[src/rtl/development_index_heading_day_defines.svh]
// Assertion macros used by the asserting top-level file
`ifndef DEVELOPMENT_INDEX_HEADING_DAY_DEFINES_SVH
`define DEVELOPMENT_INDEX_HEADING_DAY_DEFINES_SVH

// a |-> b, checked on every rising edge out of reset
`define DIHD_ASSERT_IMP(label, a, b) \
    label: assert property (@(posedge i_clk) disable iff (!i_rst_n) (a) |-> (b)) \
        else $error("%s", "assertion failed");

// a |=> b
`define DIHD_ASSERT_NXT(label, a, b) \
    label: assert property (@(posedge i_clk) disable iff (!i_rst_n) (a) |=> (b)) \
        else $error("%s", "assertion failed");

`endif

[src/rtl/dihd_pkg.sv]
`timescale 1ns / 1ps
package dihd_pkg;

    localparam int MaxDays = 1024;
    localparam int DayW    = 11;
    localparam int CfgIdxW = 3;

    localparam logic [CfgIdxW-1:0] CFG_RATE_SCALE = 3'd0;
    localparam logic [CfgIdxW-1:0] CFG_TEMP_MID   = 3'd1;
    localparam logic [CfgIdxW-1:0] CFG_CRIT_DL    = 3'd2;
    localparam logic [CfgIdxW-1:0] CFG_TEMP_SLOPE = 3'd3;
    localparam logic [CfgIdxW-1:0] CFG_PHOTO_SLOPE = 3'd4;
    localparam logic [CfgIdxW-1:0] CFG_INDEX_GATE = 3'd5;

    typedef struct packed {
        logic signed [15:0] temperature;
        logic [12:0]        daylength;
        logic               last_day;
    } t_in;

    typedef struct packed {
        logic [DayW-1:0] heading_day;
        logic            reached;
    } t_out;

    // Front to back: classified day
    typedef struct packed {
        logic signed [15:0] temperature;
        logic [12:0]        daylength;
        logic               last_day;
        logic               skip;     // series already finished
    } t_job;

    typedef enum logic [3:0] {
        S_IDLE, S_PX, S_PEXP, S_ZX, S_ZEXP, S_DIV, S_A, S_RATE, S_ACC, S_EMIT
    } t_state;

    typedef enum logic [2:0] {
        E_MUL, E_N, E_M1, E_M2, E_M3, E_SH
    } t_exp_step;

endpackage

[src/rtl/dihd_front.sv]
`timescale 1ns / 1ps
// Accepts day records into a two-deep queue and tags days of a finished series.
module dihd_front (
    input  logic           i_clk,
    input  logic           i_rst_n,
    input  logic           i_push,
    input  dihd_pkg::t_in  i_item,
    output logic           o_full,
    input  logic           i_finished_set,  // back reports reached, not last
    input  logic           i_take,
    output logic           o_valid,
    output dihd_pkg::t_job o_job
);
    dihd_pkg::t_in r_q [2];
    logic [1:0]    r_cnt, n_cnt;
    logic          r_rd, r_wr;
    logic          r_fin;

    wire do_push = i_push && !o_full;
    wire do_pop  = i_take && o_valid;

    assign o_full  = (r_cnt == 2'd2);
    assign o_valid = (r_cnt != 2'd0);

    always_comb begin
        o_job.temperature = r_q[r_rd].temperature;
        o_job.daylength   = r_q[r_rd].daylength;
        o_job.last_day    = r_q[r_rd].last_day;
        o_job.skip        = r_fin;
        n_cnt = r_cnt + {1'b0, do_push} - {1'b0, do_pop};
    end

    always_ff @(posedge i_clk) begin
        if (do_push) begin
            r_q[r_wr] <= i_item;
        end
        if (!i_rst_n) begin
            r_cnt <= '0;
            r_rd  <= 1'b0;
            r_wr  <= 1'b0;
            r_fin <= 1'b0;
        end else begin
            r_cnt <= n_cnt;
            if (do_push) r_wr <= ~r_wr;
            if (do_pop)  r_rd <= ~r_rd;
            if (i_finished_set) r_fin <= 1'b1;
            else if (do_pop && r_fin && r_q[r_rd].last_day) r_fin <= 1'b0;
        end
    end
endmodule

[config.mk]
export PLATFORM = sky130hd
export DESIGN_NAME = dihd_front
export DESIGN_NICKNAME = d
export VERILOG_FILES = /design/src/rtl/development_index_heading_day_defines.svh /design/src/rtl/dihd_pkg.sv /design/src/rtl/dihd_front.sv
export SDC_FILE = /design/constraint.sdc
export NUM_CORES = 1
export LEC_CHECK = 0
export CORE_ASPECT_RATIO = 0.8
export CORE_MARGIN = 1.5
export CORE_UTILIZATION = 35
export CTS_CLUSTER_DIAMETER = 60
export DETAILED_ROUTE_END_ITERATION = 7
export DONT_BUFFER_PORTS = 1
export HOLD_SLACK_MARGIN = 0.02
export PLACE_DENSITY = 0.57
export SYNTH_ARGS = -nofsm -noshare
export SYNTH_HDL_FRONTEND = slang
export SYNTH_SLANG_ARGS = --single-unit
export TNS_END_PERCENT = 100
[constraint.sdc]
create_clock -name i_clk -period 5 [get_ports i_clk]
set_input_delay 1.25 -clock i_clk [delete_from_list [all_inputs] [get_ports i_clk]]
set_output_delay 1.25 -clock i_clk [all_outputs]
set_load 0.005 [all_outputs]
### After elaboration in Yosys (flattened, before gate mapping)

Memories as Yosys holds them, arrays and structs flattened. A register that Yosys moved wholly into a read port is not among the register bits.
Index checks and enable logic that the tools add are counted.

| storage, ports and cells | value |
|---|---|
| register bits | 5 |
| bits in writable memories | 60 |
| bits of input ports | 35 |
| output and inout bits | 33 |
| word-level logic and storage cells | 23 |
| memories | 1 |

Memories:

| name | depth | bits a word | read ports | clocked after Yosys merged registers in | write ports | RTL line | text |
|---|---|---|---|---|---|---|---|
| r_q | 2 | 30 | 1 | 1 | 1 | dihd_front.sv:14 | `dihd_pkg::t_in r_q [2];` |

| operators by class | value |
|---|---|
| add/subtract/negate cells | 2 |
| equality and inequality tests | 1 |
| mux-type cells | 6 |
| bitwise operators | 2 |
| reductions and logical operators | 7 |

Operators by type and width:

| kind | number |
|---|---|
| 1-bit 2-to-1 mux | 6 |
| 1-bit logical AND | 4 |
| 2-bit nonzero test | 2 |
| 2-bit by 1-bit adder with 2-bit output | 1 |
| 2-bit equality test (second input constant) | 1 |
| 1-bit NOT | 2 |
| 2-bit by 1-bit subtractor with 2-bit output | 1 |
| 1-bit zero test | 1 |

### Longest topological paths before layout

| logic depth | value |
|---|---|
| depth after elaboration | 6 |
| mapped depth | 8 |

### Least setup slack after synthesis

Ideal clock, no wire load.

| timing | value |
|---|---|
| path type | input to register |
| start | input port i_push |
| end | memory r_q[0][0] in the netlist's numbering, enable pin |
| library setup time | 0.417 ns |
| data arrival time | 2.616 ns |
| slack | 1.968 ns |
| stages | 2 |
| path buffers | 0 |
| cell sequence | nand2_1 nor2_1 |

| on the way | value |
|---|---|
| word-level cells in the longest chain between the ends | 3 |

RTL lines:

| element | RTL line | text |
|---|---|---|
| start: declaration | dihd_front.sv:6 | `input logic i_push,` |
| 1-bit logical AND | dihd_front.sv:19 | `wire do_push = i_push && !o_full;` |
| 1-bit 2-to-1 mux | dihd_front.sv:34 | `if (do_push) begin` |
| 1-bit 2-to-1 mux (implied by the code) | dihd_front.sv:35 | `r_q[r_wr] <= i_item;` |
| end: declaration | dihd_front.sv:14 |  |

Every way passes these cells.

==> results.py <==
metrics = {
    "worst_setup_path": {
        "cp_max_fo": 30,
        "r2r-start": "r_cnt[0]$_SDFF_PN0_",
        "endpoint_kind": "output pin",
        "crit_type": "flip-flop to output pin",
        "worstPathRequired_ns": 3.75,
        "worstRegToRegCells": 3,
        "worst-path-buf-inv": 0,
        "cpPeakStageDelay_ns": 0.84,
        "cp_slowest_cell": "dfxtp_2",
        "critPathLaunchType": "flip-flop",
        "path_cells": "mux2_2",
        "crit_family": "flip-flops",
        "cp.arrival_ns": 1.62,
        "rr_endpoint": "r_q[1][27]$_DFFE_PP_",
        "r2r_slack_ns": 3.18,
    },
    "route": {
        "vias": 1028,
        "wl_per_cell_microns": 16.3,
        "drt_iter0_drc": 23,
        "drt_pass1_iterations": 3,
        "postRouteAntennaNets": 0,
        "drcViolationCount": 0,
        "drt_wl_total_microns": 3630,
        "avgViaCountPerCell": 4.61,
    },
    "power": {
        "power.leakage_uw": 0.000962,
        "p_per_area_nw_per_um2": 515,
        "pwr-share-clk": 0.314,
        "pwr-share-seq": 0.523,
        "internal-power_uw": 1100,
        "p_sw_frac": 0.236,
        "peakVddDrop_v": 0.000252,
        "switching_power_uw": 339,
        "combPwrFrac": 0.162,
    },
    "clock_tree": {
        "ctsRootBufferMaster": "clkbuf_8",
        "clk_latency_ns": 0.33,
        "cts_tree": "done",
        "ctsHoldBuffers": 0,
        "clk_path_buf_depth": 2,
        "cts_resized": 0,
        "htree_levels": 3,
        "clkTransAtPathRegs_ns": 0.06,
        "numClockSinks": 66,
        "post-cts-setup-buffer-count": 0,
        "numCtsBuffers": 9,
    },
    "logic_synthesis": {
        "netlist.area_leader.share": 0.720,
        "synth-seq-cells": 66,
        "synth.yosys.seq_area_share": 0.768,
        "syn_area_sq_um": 2500,
        "synth_cells": 124,
        "ys_warn_count": 0,
        "syn_avg_cell_area_sq_um": 20.2,
        "synth_fp_nets": 161,
        "synth_area_leader_cell": "edfxtp_1",
        "yosys-top-cells-area": "edfxtp_1 72%, mux2_2 9.0%, mux2_4 6.0%, dfxtp_1 4.8%, xnor2_1 1.0%",
        "yosysUniqueCellTypes": 20,
    },
    "placed_design": {
        "placed_cells": 208,
        "gp_congestion": 0.641,
        "hpwl_microns": 2500,
        "io_buffers": 0,
        "placed_area_sq_um": 2590,
    },
    "sta": {
        "relSlewSlack": 0.412,
        "max_freq_ghz": 0.349,
        "finClkSkew_ns": 0.00373,
        "min_period_ns": 2.87,
        "fin_setup_tns_ns": 0,
        "finalCritPeriodShare": 0.573,
        "hold_viol": 0,
        "setup_viol": 0,
        "rsz0062_at_grt": "false",
        "finalMaxSlewViolations": 0,
        "tightest_slew_ns": 0.880,
    },
    "job": {
        "max-cap-violations": 0,
    },
    "hold_path": {
        "holdCritPathClass": "flip-flop to flip-flop",
        "holdPathStages": 2,
        "hold_path_end": "r_wr$_SDFFE_PN0N_",
        "min_from": "r_wr$_SDFFE_PN0N_",
    },
    "floorplan": {
        "design.core.area_sq_um": 6890,
        "die_h_microns": 78.6,
        "initial_core_util": 0.363,
        "num_io_pins": 68,
        "row_count": 27,
        "dieArea_sq_um": 7670,
        "die_w_microns": 97.5,
    },
    "final_layout": {
        "final_util": 0.405,
        "final_cell_area_sq_um": 2790,
        "layout_commonest_cell": "edfxtp_1",
        "syn_to_final_growth_pct": 11.6,
        "mostFrequentLayoutCells": "60 x edfxtp_1, 20 x mux2_2, 10 x mux2_4",
        "n_antenna_cell": 0,
        "drive_above_1_share": 0.360,
        "fin_nets": 169,
        "stdcell_count": 223,
    },
    "status": {
        "outcome": "complete, no violations",
    },
    "grt": {
        "grt_pass1_wl_microns": 5560,
        "grt_max_degree": 31,
        "overflow": 0,
        "grt_pass1_vias": 1120,
        "gr-usage-all-layers": 0.101,
        "antenna_found_initial": 0,
    },
}
power groups by stage:
| stage | Clock (uW) | Sequential, uW | Combinational [uW] |
|---|---|---|---|
| floorplan | 0 | 726 | 241 |
| global placement | 0 | 761 | 233 |
| detailed placement | 0 | 766 | 240 |
| CTS | 470 | 755 | 241 |
| global route | 488 | 765 | 257 |
| finish | 452 | 752 | 233 |
flip-flops by register name, summed over array words and instances (netlist names), named ones only:
signal  flops
r_cnt       2
r_rd        1
r_q        60
r_wr        1
r_fin       1
per-stage QoR:
stage	setup WS [ns]	hold WS [ns]	power (uW)
after floorplan	1.97	0.455	967
after global placement	2.45	0.500	994
after detailed placement	2.44	0.515	1010
after CTS	2.06	0.524	1470
after global routing	2.02	0.571	1510
final	2.13	0.521	1440
cells in the mapped netlist:
library cell / instances
a41oi_2: 1
and2_1: 4
and3_1: 1
buf_4: 2
buf_6: 1
buf_8: 1
dfxtp_1: 6
edfxtp_1: 60
ha_1: 2
inv_1: 4
mux2_2: 20
mux2_4: 10
mux2i_1: 1
nand2_1: 2
nand2b_1: 2
nor2_1: 1
o21ai_0: 1
o21ai_1: 1
or2_2: 1
xnor2_1: 3
layout make-up:
type | instances | area (sq um)
Clock buffer | 9 | 124
Clock inverter | 6 | 82.6
Fill cell | 623 | 4100
Inverter | 4 | 15.0
Multi-Input combinational cell | 50 | 532
Sequential cell | 66 | 1920
Tap cell | 87 | 109
Timing Repair Buffer | 1 | 7.51
worst min-delay path: stages (launching register included):
cell	delay (ns)
dfxtp_1	0.35
nand2_1	0.07
mux2i_1	0.06
cells by family after synthesis:
kind of cell,count (synthesis),synth area share
buf+inv,8,0.0225
xor+xnor,3,0.0105
mux,31,0.154
flops,66,0.768
simple gates,11,0.0245
fa+ha+maj,2,0.0100
compound gates,3,0.0105
worst max path at each step:
| stage | end | slack (ns) | depth (start not counted) |
|---|---|---|---|
| after floorplan | r_q[0][0]$_DFFE_PP_ | 1.97 | 2 |
| after detailed placement | o_job[1] | 2.44 | 1 |
| after global routing | o_job[1] | 2.02 | 1 |
| after CTS | o_job[1] | 2.06 | 1 |
| after global placement | o_job[1] | 2.45 | 1 |
| final | o_job[16] | 2.13 | 1 |
layer usage:
layer  routed length, microns  global-route usage  part of all wire  vias up
met5                        0                   0                 0        -
met4                       53              0.0343             0.015        0
met3                      472              0.0757              0.13        8
met2                     1810               0.174              0.50       51
met1                     1300              0.0930              0.36      484
li1                         -                   -                 -      485
Note: power is estimated with default switching activity, not from simulation.
